<file path="config.mk">
export PLATFORM = sky130hd
export DESIGN_NAME = dma_buffer_chain_queue
export DESIGN_NICKNAME = d
export VERILOG_FILES = /design/src/rtl/dbq_pkg.sv /design/src/rtl/dbq_front.sv /design/src/rtl/dbq_fifo.sv /design/src/rtl/dbq_back.sv /design/src/rtl/dma_buffer_chain_queue.sv
export SDC_FILE = /design/constraint.sdc
export NUM_CORES = 1
export LEC_CHECK = 0
export ABC_AREA = 0
export BUFFER_PORTS_ARGS = -buffer_cell sky130_fd_sc_hd__clkbuf_2
export CORE_ASPECT_RATIO = 1.75
export CORE_MARGIN = 5
export CORE_UTILIZATION = 46
export DETAILED_ROUTE_END_ITERATION = 10
export PLACE_DENSITY = 0.6
export SYNTH_ARGS = -nofsm -noshare
export SYNTH_HDL_FRONTEND = slang
export SYNTH_SLANG_ARGS = --single-unit
</file>
<file path="constraint.sdc">
create_clock -name clk -period 6.24 [get_ports clk]
set_input_delay 0.624 -clock clk [delete_from_list [all_inputs] [get_ports clk]]
set_output_delay 0.624 -clock clk [all_outputs]
set_load 0.05 [all_outputs]
</file>
<file path="src/rtl/dbq_pkg.sv">
package dbq_pkg;

  localparam int DEF_QUEUE_DEPTH     = 8;
  localparam int DEF_MAX_DMA_SAMPLES = 16384;

  localparam int ADDR_W      = 32;
  localparam int CNT_W       = 24;
  localparam int BYTES_W     = 17;
  localparam int SAMP_W      = 15;
  localparam int IDX_MAX_W   = 6;
  localparam int JOBQ_DEPTH  = 2;

  localparam logic CMD_SUBMIT   = 1'b0;
  localparam logic CMD_COMPLETE = 1'b1;

  localparam logic [1:0] KIND_STATUS = 2'd0;
  localparam logic [1:0] KIND_START  = 2'd1;
  localparam logic [1:0] KIND_STOP   = 2'd2;
  localparam logic [1:0] KIND_DONE   = 2'd3;

  localparam logic [1:0] ST_OK       = 2'd0;
  localparam logic [1:0] ST_FULL     = 2'd1;
  localparam logic [1:0] ST_SPURIOUS = 2'd2;

  typedef struct packed {
    logic              command;
    logic              channel;
    logic [ADDR_W-1:0] buf_address;
    logic [CNT_W-1:0]  sample_count;
  } in_item_t;

  typedef struct packed {
    logic [1:0]         kind;
    logic               out_channel;
    logic [1:0]         status;
    logic [ADDR_W-1:0]  address;
    logic [BYTES_W-1:0] byte_count;
    logic [SAMP_W-1:0]  done_samples;
    logic               last;
  } out_item_t;

  typedef enum logic [1:0] {
    JOB_SUBMIT,
    JOB_FULL,
    JOB_SPURIOUS,
    JOB_COMPLETE
  } job_op_t;

  typedef struct packed {
    job_op_t              op;
    logic                 channel;
    logic                 start_next;
    logic [IDX_MAX_W-1:0] idx_a;
    logic [IDX_MAX_W-1:0] idx_b;
    logic [ADDR_W-1:0]    address;
    logic [CNT_W-1:0]     count;
  } job_t;

endpackage

</file>
<file path="src/rtl/dbq_front.sv">
module dbq_front #(
  parameter int          QUEUE_DEPTH     = dbq_pkg::DEF_QUEUE_DEPTH,
  parameter int unsigned MAX_DMA_SAMPLES = dbq_pkg::DEF_MAX_DMA_SAMPLES
) (
  input  logic              clk,
  input  logic              rst_n,
  input  logic              start,
  input  dbq_pkg::in_item_t in_item,
  input  logic              q_full,
  output logic              q_push,
  output dbq_pkg::job_t     q_job
);
  import dbq_pkg::*;

  localparam int IDX_W = (QUEUE_DEPTH > 1) ? $clog2(QUEUE_DEPTH) : 1;
  localparam int LVL_W = $clog2(QUEUE_DEPTH + 1);
  localparam logic [IDX_W-1:0] IDX_LAST = IDX_W'(QUEUE_DEPTH - 1);
  localparam logic [LVL_W-1:0] LVL_FULL = LVL_W'(QUEUE_DEPTH);
  localparam logic [CNT_W:0]   MAX_EXT  = MAX_DMA_SAMPLES[CNT_W:0];

  logic [IDX_W-1:0] wr_idx_r [2];
  logic [IDX_W-1:0] rd_idx_r [2];
  logic [LVL_W-1:0] level_r  [2];

  logic [IDX_W-1:0] wr_idx_nxt;
  logic [IDX_W-1:0] rd_idx_nxt;
  logic [LVL_W-1:0] level_nxt;
  logic             upd;
  logic             ch;
  logic [CNT_W-1:0] cnt_clamped;

  function automatic logic [IDX_W-1:0] adv(input logic [IDX_W-1:0] i);
    return (i == IDX_LAST) ? '0 : i + 1'b1;
  endfunction

  always_comb begin
    ch          = in_item.channel;
    q_push      = start && !q_full;
    upd         = 1'b0;
    wr_idx_nxt  = wr_idx_r[ch];
    rd_idx_nxt  = rd_idx_r[ch];
    level_nxt   = level_r[ch];
    cnt_clamped = ({1'b0, in_item.sample_count} > MAX_EXT) ? MAX_EXT[CNT_W-1:0]
                                                           : in_item.sample_count;
    q_job            = '0;
    q_job.channel    = ch;
    q_job.address    = in_item.buf_address;
    q_job.count      = cnt_clamped;
    q_job.idx_a      = IDX_MAX_W'(wr_idx_r[ch]);
    if (in_item.command == CMD_SUBMIT) begin
      if (level_r[ch] == LVL_FULL) begin
        q_job.op = JOB_FULL;
      end else begin
        q_job.op         = JOB_SUBMIT;
        q_job.start_next = (level_r[ch] == '0);
        upd              = 1'b1;
        wr_idx_nxt       = adv(wr_idx_r[ch]);
        level_nxt        = level_r[ch] + 1'b1;
      end
    end else begin
      q_job.idx_a = IDX_MAX_W'(rd_idx_r[ch]);
      q_job.idx_b = IDX_MAX_W'(adv(rd_idx_r[ch]));
      if (level_r[ch] == '0) begin
        q_job.op = JOB_SPURIOUS;
      end else begin
        q_job.op         = JOB_COMPLETE;
        q_job.start_next = (level_r[ch] != LVL_W'(1));
        upd              = 1'b1;
        rd_idx_nxt       = adv(rd_idx_r[ch]);
        level_nxt        = level_r[ch] - 1'b1;
      end
    end
  end

  always_ff @(posedge clk) begin
    if (!rst_n) begin
      for (int c = 0; c < 2; c++) begin
        wr_idx_r[c] <= '0;
        rd_idx_r[c] <= '0;
        level_r[c]  <= '0;
      end
    end else if (q_push && upd) begin
      wr_idx_r[ch] <= wr_idx_nxt;
      rd_idx_r[ch] <= rd_idx_nxt;
      level_r[ch]  <= level_nxt;
    end
  end

endmodule

</file>
<file path="src/rtl/dbq_fifo.sv">
module dbq_fifo (
  input  logic          clk,
  input  logic          rst_n,
  input  logic          push,
  input  dbq_pkg::job_t push_job,
  input  logic          pop,
  output dbq_pkg::job_t head_job,
  output logic          full,
  output logic          empty
);
  import dbq_pkg::*;

  localparam int PTR_W = $clog2(JOBQ_DEPTH);
  localparam int CNT_FW = $clog2(JOBQ_DEPTH + 1);
  localparam logic [PTR_W-1:0]  PTR_LAST = PTR_W'(JOBQ_DEPTH - 1);
  localparam logic [CNT_FW-1:0] CNT_FULL = CNT_FW'(JOBQ_DEPTH);

  job_t              slot_r [JOBQ_DEPTH];
  logic [PTR_W-1:0]  wr_ptr_r;
  logic [PTR_W-1:0]  rd_ptr_r;
  logic [CNT_FW-1:0] cnt_r;
  logic [CNT_FW-1:0] cnt_nxt;

  assign full     = (cnt_r == CNT_FULL);
  assign empty    = (cnt_r == '0);
  assign head_job = slot_r[rd_ptr_r];

  always_comb begin
    cnt_nxt = cnt_r;
    if (push && !pop) begin
      cnt_nxt = cnt_r + 1'b1;
    end else if (pop && !push) begin
      cnt_nxt = cnt_r - 1'b1;
    end
  end

  always_ff @(posedge clk) begin
    if (push) begin
      slot_r[wr_ptr_r] <= push_job;
    end
  end

  always_ff @(posedge clk) begin
    if (!rst_n) begin
      wr_ptr_r <= '0;
      rd_ptr_r <= '0;
      cnt_r    <= '0;
    end else begin
      cnt_r <= cnt_nxt;
      if (push) begin
        wr_ptr_r <= (wr_ptr_r == PTR_LAST) ? '0 : wr_ptr_r + 1'b1;
      end
      if (pop) begin
        rd_ptr_r <= (rd_ptr_r == PTR_LAST) ? '0 : rd_ptr_r + 1'b1;
      end
    end
  end

endmodule

</file>
<file path="src/rtl/dbq_back.sv">
module dbq_back #(
  parameter int QUEUE_DEPTH = dbq_pkg::DEF_QUEUE_DEPTH
) (
  input  logic               clk,
  input  logic               rst_n,
  input  logic               q_empty,
  input  dbq_pkg::job_t      q_job,
  output logic               q_pop,
  output logic               out_valid,
  output dbq_pkg::out_item_t out_item
);
  import dbq_pkg::*;

  localparam int IDX_W   = (QUEUE_DEPTH > 1) ? $clog2(QUEUE_DEPTH) : 1;
  localparam int ENTRY_W = ADDR_W + CNT_W;

  typedef enum logic [3:0] {
    S_IDLE   = 4'b0001,
    S_SECOND = 4'b0010,
    S_DONE   = 4'b0100,
    S_NEXT   = 4'b1000
  } back_state_t;

  logic [ENTRY_W-1:0] ring_mem [2][QUEUE_DEPTH];
  logic [ENTRY_W-1:0] rd_data_r;
  logic               rd_ch;
  logic [IDX_W-1:0]   rd_idx;
  logic               wr_en;

  back_state_t state_r, state_nxt;
  job_t        job_r, job_nxt;
  logic        out_valid_r, out_valid_nxt;
  out_item_t   out_r, out_nxt;

  logic [ADDR_W-1:0] rd_addr;
  logic [CNT_W-1:0]  rd_cnt;

  assign rd_addr   = rd_data_r[ENTRY_W-1:CNT_W];
  assign rd_cnt    = rd_data_r[CNT_W-1:0];
  assign out_valid = out_valid_r;
  assign out_item  = out_r;

  always_comb begin
    state_nxt     = state_r;
    job_nxt       = job_r;
    q_pop         = 1'b0;
    wr_en         = 1'b0;
    rd_ch         = job_r.channel;
    rd_idx        = job_r.idx_b[IDX_W-1:0];
    out_valid_nxt = 1'b0;
    out_nxt       = '0;
    out_nxt.out_channel = job_r.channel;
    unique case (state_r)
      S_IDLE: begin
        if (!q_empty) begin
          q_pop               = 1'b1;
          job_nxt             = q_job;
          rd_ch               = q_job.channel;
          rd_idx              = q_job.idx_a[IDX_W-1:0];
          out_nxt.out_channel = q_job.channel;
          unique case (q_job.op)
            JOB_SUBMIT: begin
              wr_en          = 1'b1;
              out_valid_nxt  = 1'b1;
              out_nxt.kind   = KIND_STATUS;
              out_nxt.status = ST_OK;
              out_nxt.last   = !q_job.start_next;
              if (q_job.start_next) begin
                state_nxt = S_SECOND;
              end
            end
            JOB_FULL: begin
              out_valid_nxt  = 1'b1;
              out_nxt.kind   = KIND_STATUS;
              out_nxt.status = ST_FULL;
              out_nxt.last   = 1'b1;
            end
            JOB_SPURIOUS: begin
              out_valid_nxt  = 1'b1;
              out_nxt.kind   = KIND_DONE;
              out_nxt.status = ST_SPURIOUS;
              out_nxt.last   = 1'b1;
            end
            JOB_COMPLETE: begin
              state_nxt = S_DONE;
            end
            default: begin
              state_nxt = S_IDLE;
            end
          endcase
        end
      end
      S_SECOND: begin
        out_valid_nxt      = 1'b1;
        out_nxt.kind       = KIND_START;
        out_nxt.address    = job_r.address;
        out_nxt.byte_count = {job_r.count[SAMP_W-1:0], 2'b00};
        out_nxt.last       = 1'b1;
        state_nxt          = S_IDLE;
      end
      S_DONE: begin
        out_valid_nxt        = 1'b1;
        out_nxt.kind         = KIND_DONE;
        out_nxt.address      = rd_addr;
        out_nxt.byte_count   = {rd_cnt[SAMP_W-1:0], 2'b00};
        out_nxt.done_samples = rd_cnt[SAMP_W-1:0];
        state_nxt            = S_NEXT;
      end
      S_NEXT: begin
        out_valid_nxt = 1'b1;
        out_nxt.last  = 1'b1;
        if (job_r.start_next) begin
          out_nxt.kind       = KIND_START;
          out_nxt.address    = rd_addr;
          out_nxt.byte_count = {rd_cnt[SAMP_W-1:0], 2'b00};
        end else begin
          out_nxt.kind = KIND_STOP;
        end
        state_nxt = S_IDLE;
      end
      default: begin
        state_nxt = S_IDLE;
      end
    endcase
  end

  always_ff @(posedge clk) begin
    if (wr_en) begin
      ring_mem[q_job.channel][q_job.idx_a[IDX_W-1:0]] <= {q_job.address, q_job.count};
    end
    rd_data_r <= ring_mem[rd_ch][rd_idx];
  end

  always_ff @(posedge clk) begin
    job_r <= job_nxt;
    out_r <= out_nxt;
  end

  always_ff @(posedge clk) begin
    if (!rst_n) begin
      state_r     <= S_IDLE;
      out_valid_r <= 1'b0;
    end else begin
      state_r     <= state_nxt;
      out_valid_r <= out_valid_nxt;
    end
  end

  a_done_then_next: assert property (@(posedge clk) disable iff (!rst_n)
    (state_r == S_DONE) |=> (state_r == S_NEXT && out_valid_r && out_r.kind == KIND_DONE))
    else $error("completion did not report the finished buffer");

  a_second_is_start: assert property (@(posedge clk) disable iff (!rst_n)
    (state_r == S_SECOND) |=> (out_valid_r && out_r.kind == KIND_START && out_r.last))
    else $error("submit on empty queue did not start DMA");

  a_not_last_follows: assert property (@(posedge clk) disable iff (!rst_n)
    (out_valid_r && !out_r.last) |=> out_valid_r)
    else $error("non-final result not followed by another");

  a_pop_idle_only: assert property (@(posedge clk) disable iff (!rst_n)
    q_pop |-> (state_r == S_IDLE && !q_empty))
    else $error("job taken while busy");

endmodule

</file>
<file path="src/rtl/dma_buffer_chain_queue.sv">
// Channel   Ports                          Handshake
// input     start, busy, in_item           transfer when start && !busy
// result    out_valid, out_item            one-cycle strobe, always taken
//
// A transfer is classified in its accept cycle and queued as a job (two-entry queue).
// Back end: full status, spurious completion: one result; submit: status, plus start if its
// ring was empty; completion: done, then start/stop (registered ring reads: head, next).
// busy is high while the job queue is full.
// rst_n (synchronous) empties both ring queues; ring storage is not cleared.
// Results cannot be stalled; out_valid marks each result for exactly one cycle.
module dma_buffer_chain_queue #(
  parameter int          QUEUE_DEPTH     = dbq_pkg::DEF_QUEUE_DEPTH,
  parameter int unsigned MAX_DMA_SAMPLES = dbq_pkg::DEF_MAX_DMA_SAMPLES
) (
  input  logic               clk,
  input  logic               rst_n,
  input  logic               start,
  output logic               busy,
  input  dbq_pkg::in_item_t  in_item,
  output logic               out_valid,
  output dbq_pkg::out_item_t out_item
);
  import dbq_pkg::*;

  logic q_push;
  logic q_pop;
  logic q_full;
  logic q_empty;
  job_t push_job;
  job_t head_job;

  assign busy = q_full;

  dbq_front #(
    .QUEUE_DEPTH     (QUEUE_DEPTH),
    .MAX_DMA_SAMPLES (MAX_DMA_SAMPLES)
  ) u_front (
    .clk     (clk),
    .rst_n   (rst_n),
    .start   (start),
    .in_item (in_item),
    .q_full  (q_full),
    .q_push  (q_push),
    .q_job   (push_job)
  );

  dbq_fifo u_fifo (
    .clk      (clk),
    .rst_n    (rst_n),
    .push     (q_push),
    .push_job (push_job),
    .pop      (q_pop),
    .head_job (head_job),
    .full     (q_full),
    .empty    (q_empty)
  );

  dbq_back #(
    .QUEUE_DEPTH (QUEUE_DEPTH)
  ) u_back (
    .clk       (clk),
    .rst_n     (rst_n),
    .q_empty   (q_empty),
    .q_job     (head_job),
    .q_pop     (q_pop),
    .out_valid (out_valid),
    .out_item  (out_item)
  );

endmodule

</file>
# ---- Word level (Yosys, flattened, before mapping)
# Memories as Yosys holds them, arrays and structs flattened. A register that Yosys moved wholly into a read port is not among the register bits.
# Index checks and enable logic that the tools add are counted.
# Widths: inputs -> output; s select.
dict set report totals {
  regBits 187
  memories 5
  wordCells 152
  inputBits 61
  ramBits 1054
}
dict set report classes {
  eq_ne 15
  n_bitwise 4
  addsub 8
  n_mux 75
  magnitude_cmp 4
  n_reduce_logical 23
}
# memory depth width rd rd_ports_with_merged_regs write_ports line_no
set mem_list {}
lappend mem_list {u_back.ring_mem 2 448 1 0 1 dbq_back.sv:24} ;# logic [ENTRY_W-1:0] ring_mem [2][QUEUE_DEPTH];
lappend mem_list {u_fifo.slot_r 2 69 1 1 1 dbq_fifo.sv:18} ;# job_t slot_r [JOBQ_DEPTH];
lappend mem_list {u_front.level_r 2 4 1 0 2 dbq_front.sv:23} ;# logic [LVL_W-1:0] level_r [2];
lappend mem_list {u_front.rd_idx_r 2 3 1 0 2 dbq_front.sv:22} ;# logic [IDX_W-1:0] rd_idx_r [2];
lappend mem_list {u_front.wr_idx_r 2 3 1 0 2 dbq_front.sv:21} ;# logic [IDX_W-1:0] wr_idx_r [2];
# op count
set ops {}
lappend ops {{$mux 448} 1}
lappend ops {{$bmux 56 s3} 1}
lappend ops {{$demux 56 s3} 1}
lappend ops {{$mux 56} 3}
lappend ops {{$pmux 49 s3} 1}
lappend ops {{$mux 49} 1}
lappend ops {{$mux 1} 35}
lappend ops {{$mux 3} 11}
lappend ops {{$gt 24x15->1 const B} 1}
lappend ops {{$mux 24} 1}
lappend ops {{$mux 4} 6}
lappend ops {{$pmux 4 s2} 2}
lappend ops {{$reduce_or 3->1} 4}
lappend ops {{$mux 2} 5}
lappend ops {{$mux 9} 1}
lappend ops {{$eq 4x4->1 const B} 2}
lappend ops {{$ge 4x4->1 const B} 2}
lappend ops {{$not 3->4} 2}
lappend ops {{$pmux 2 s4} 1}
lappend ops {{$add 3x1->3 const B} 2}
lappend ops {{$eq 2x2->1 const B} 3}
lappend ops {{$eq 3x3->1 const B} 2}
lappend ops {{$pmux 1 s2} 3}
lappend ops {{$reduce_or 2->1} 3}
lappend ops {{other kinds (25)} 35}

# ---- Depth between registers and ports, before layout
# An unclocked memory read counts as a cell.
dict set report logic_depth {
  word_depth 10
  depth_mapped 11
  depth_no_buf 7
}

# ---- Hierarchy
# A second synthesis with hierarchy kept.
dict set report unflattened {
  cells_unflattened 2689
  hier_area_um2 42044.1
}
# module cells_each seq_area_each_um2 area_per_inst_um2 instances
set by_module_without_submodules {}
lappend by_module_without_submodules {dbq_back 2245 26545.5 34745.8 1}
lappend by_module_without_submodules {dbq_fifo 246 4424.2 5440.2 1}
lappend by_module_without_submodules {dbq_front 198 600.6 1858.0 1}

# ---- Worst setup path after synthesis
# OpenSTA, ideal clock, no wires.
dict set report synth_timing {
  path_type {reg-to-reg}
  from {register u_back.state_r[3]}
  to {memory u_back.ring_mem[0][0] (netlist name) (enable)}
  period_less_slack_ns 5.463
  path_buffers 1
  slack_ns 0.777
  t_arrival_ns 5.011
  t_required_ns 5.788
  path_stages_with_launch 7
  path_cell_list {dfxtp_1 -> nor2_1 -> nand3_1 -> inv_1 -> buf_1 -> nand3_1 -> nor2_1}
}
dict set report synth_between {
  elab_chain_len 4
}
# element line_no
set synth_lines {}
lappend synth_lines {{from (decl)} dbq_back.sv:30} ;# back_state_t state_r, state_nxt;
lappend synth_lines {{from (signal assigned)} dbq_back.sv:144} ;# state_r <= state_nxt;
lappend synth_lines {{$eq 4x1->1} dbq_back.sv:53} ;# unique case (state_r)
lappend synth_lines {{$mux 1} dbq_back.sv:53}
lappend synth_lines {{$mux 1} dbq_back.sv:128} ;# if (wr_en) begin
lappend synth_lines {{$mux 448 (not written as such)} dbq_back.sv:129} ;# ring_mem[q_job.channel][q_job.idx_a[IDX_W-1:0]] <= {q_job.address, q_job.count};
lappend synth_lines {{to (decl)} dbq_back.sv:24}
# No other way between the ends.

==> results.ini <==
[logic_synthesis]
synthAdderAreaFrac = 0.004068
yosysTopAreaCellShare = 0.7044
synth_top_family_by_area = compound AO/OA/AOI/OAI gates
synth_most_common_cell = edfxtp_1
synthesis.area_um2 = 39990
ys_warn_count = 0
synth_xor_area_frac = 0.001752
synth_area_leaders = edfxtp_1 70%, dfxtp_1 6.3%, a21oi_1 3.0%, mux2i_1 2.9%, mux2_2 2.2%
synth_area_per_cell_um2 = 16.32
synth-compound-area-share = 0.1153
ys.flop_type = edfxtp_1
synthSimpleGateAreaFrac = 0.03936
ys_seq_elements = 1063
synthArstFlopShare = 0
synth_top_area_cell = edfxtp_1
synth_edf_count = 938
synthCells = 2450
ys_types = 67
ys_seq_area_frac = 0.7670
synthMuxAreaShare = 0.05157
synthTopCellsByCount = 938 x edfxtp_1, 238 x a21oi_1, 144 x nand2_1, 125 x dfxtp_1, 116 x mux2i_1

[sta]
finalWorstSetupSlack_ns = 2.069
rsz0062_at_grt = false
setup_viol = 0
finClkSkew_ns = 0.03086
tightest_slew_ns = 1.404
timing.hold.ws_ns = 0.1334
fin_crit_ns = 4.171
final-max-slew-violation-count = 0
fmax_mhz = 239.8
slew_headroom = 0.06166
hold_viol = 0
fin_crit_sh = 0.6684
setup_tns_ns = 0

[die]
die_y_um = 400.0
dieArea_um2 = 93160
core_um2 = 86600
die_w_um = 232.9
fp-row-count = 143
initial_core_util = 0.4618
pin_count = 133

[routing]
firstDrtPassIters = 6
dr_total_vias = 22630
drt_iter0_drc = 2087
drcViolationCount = 0
ant_nets = 0
routed_via_density = 5.941
routedWlPerCell_um = 26.52
routed_wl_um = 101000

[power]
p_total_mw = 21.99
powerDensity_nw_per_um2 = 489.3
leakage_nw = 15.27
ir_drop_mv = 0.3422

[clocking]
clk_pin_slew_worst_paths_ns = 0.07
post_cts_buffers = 0
insertion_delay_ns = 0.68
root_buffer = clkbuf_16
cts_tree = yes
cts_max_level = 3
ctsResizeCount = 0
cts_hold_buf = 0
cts_sinks = 1063
cts_buffer_depth = 3
cts_made_buffers = 93

[grt]
grt_pass1_wl_um = 149100
gr-total-overflow = 0
grt_pass1_vias = 23290
antenna_found_initial = 3
track_usage = 0.2148
grt_max_degree = 79

[placed_design]
dp_cells = 3635
dp_slack_ns = 2.049
place_hpwl_um = 60520
dpl-instance-area_um2 = 41910
gp_congestion = 0.8336
numPortBuffers = 130

[layout]
final_cells = 3810
finalNetCount = 2644
drive_gt1_frac = 0.1728
design_area_um2 = 44930
final_util = 0.5188
area.growth.synth_to_final_pct = 12.36
antenna_cells = 0

[setup_path]
path_class = reg2reg
crit_required_ns = 6.59
cp-start-kind = register
cp-end-kind = register
crit_path_max_fanout = 43
arrival_ns = 4.52

[run_status]
status = completed

[worst_hold_path]
hp-class = in2reg

[job]
max-cap-violations = 0

## cell families (layout without fill, tap and decap cells)
kind of cell	after synthesis	after routing
DFF	1063	1063
adders and majority gates	13	13
other	1	2
AOI/OAI and AO/OA	664	664
muxes	196	196
xor gates and xnor gates	8	8
buffers and inverters	172	371
and+or+nand+nor	333	333
## cell type report
| type | instances | area, µm² |
|---|---|---|
| Tap cell | 1160 | 1451 |
| Sequential cell | 1063 | 30670 |
| Inverter | 19 | 77.57 |
| Fill cell | 7125 | 41670 |
| Clock inverter | 44 | 315.3 |
| Clock buffer | 131 | 2709 |
| Multi-Input combinational cell | 1216 | 8663 |
| Timing Repair Buffer | 177 | 1041 |
## routing by layer
layer / track usage / share of wire / vias to the layer above
met4: 0.08023 / 0.036 / 0
met5: 0 / 0 / -
met3: 0.03251 / 0.056 / 180
li1: - / - / 9947
met2: 0.3774 / 0.52 / 882
met1: 0.2698 / 0.39 / 11630
## worst paths after layout
check | start | to | slack, ns | cells after the start
min | in_item[47] | u_fifo.slot_r[1][47] | 0.13 | 1
min reg2reg | u_back.rd_data_r[30] | u_back.out_item[39] | 0.45 | 1
max | register | u_back.ring_mem[0][64] | 2.07 | 6
max reg2reg | register | u_back.ring_mem[0][64] | 2.07 | 6
## registers in the layout, indices dropped and copies added, names as in the netlist, named ones only
| signal | count |
|---|---|
| u_back.job_r | 52 |
| u_back.out_item | 68 |
| u_back.out_valid | 1 |
| u_back.rd_data_r | 47 |
| u_back.ring_mem | 752 |
| u_back.state_r | 4 |
| u_fifo.cnt_r | 2 |
| u_fifo.rd_ptr_r | 1 |
| u_fifo.slot_r | 114 |
| u_fifo.wr_ptr_r | 1 |
| u_front.level_r | 8 |
| u_front.rd_idx_r | 6 |
| u_front.wr_idx_r | 6 |
## report_power, final
group	leakage, nW	switching [mW]	internal (mW)
Sequential	9.56	0.356	8.95
Clock	1.49	2.54	3.13
Combinational	4.21	4.90	2.11
## worst max-delay path, stage by stage, from the launching register on
cell,delay (ns)
dfxtp_4,0.81
mux2i_1,0.26
buf_4,0.29
inv_1,0.38
or2_2,0.52
nor2_4,1.07
buf_4,0.44
## cell usage in the layout, fill, tap and decap left out, drive strengths merged, types with 3 or more instances in the layout
| master | synthesis | layout |
|---|---|---|
| nand2b | 6 | 6 |
| nor2 | 61 | 61 |
| mux2i | 116 | 116 |
| edfxtp | 938 | 938 |
| xor2 | 3 | 3 |
| mux2 | 80 | 80 |
| a222oi | 13 | 13 |
| nand2 | 144 | 144 |
| nand3 | 11 | 11 |
| nor3 | 13 | 13 |
| o221ai | 94 | 94 |
| a32oi | 10 | 10 |
| a21o | 3 | 3 |
| dfxtp | 125 | 125 |
| o21ai | 91 | 91 |
| and2 | 41 | 41 |
| a22o | 47 | 47 |
| inv | 19 | 23 |
| o22ai | 4 | 4 |
| a21oi | 238 | 238 |
| buf | 88 | 47 |
| a2111oi | 4 | 4 |
| ha | 13 | 13 |
| nor4 | 4 | 4 |
| a221oi | 25 | 25 |
| a31oi | 46 | 46 |
| clkbuf | 65 | 261 |
| or2 | 8 | 8 |
| clkinv | 0 | 36 |
| a211oi | 27 | 27 |
| a211o | 47 | 47 |
| nand3b | 3 | 3 |
| xnor2 | 5 | 5 |
| nor4b | 3 | 3 |
| and3 | 27 | 27 |
Power figures use the tool's default switching activity.
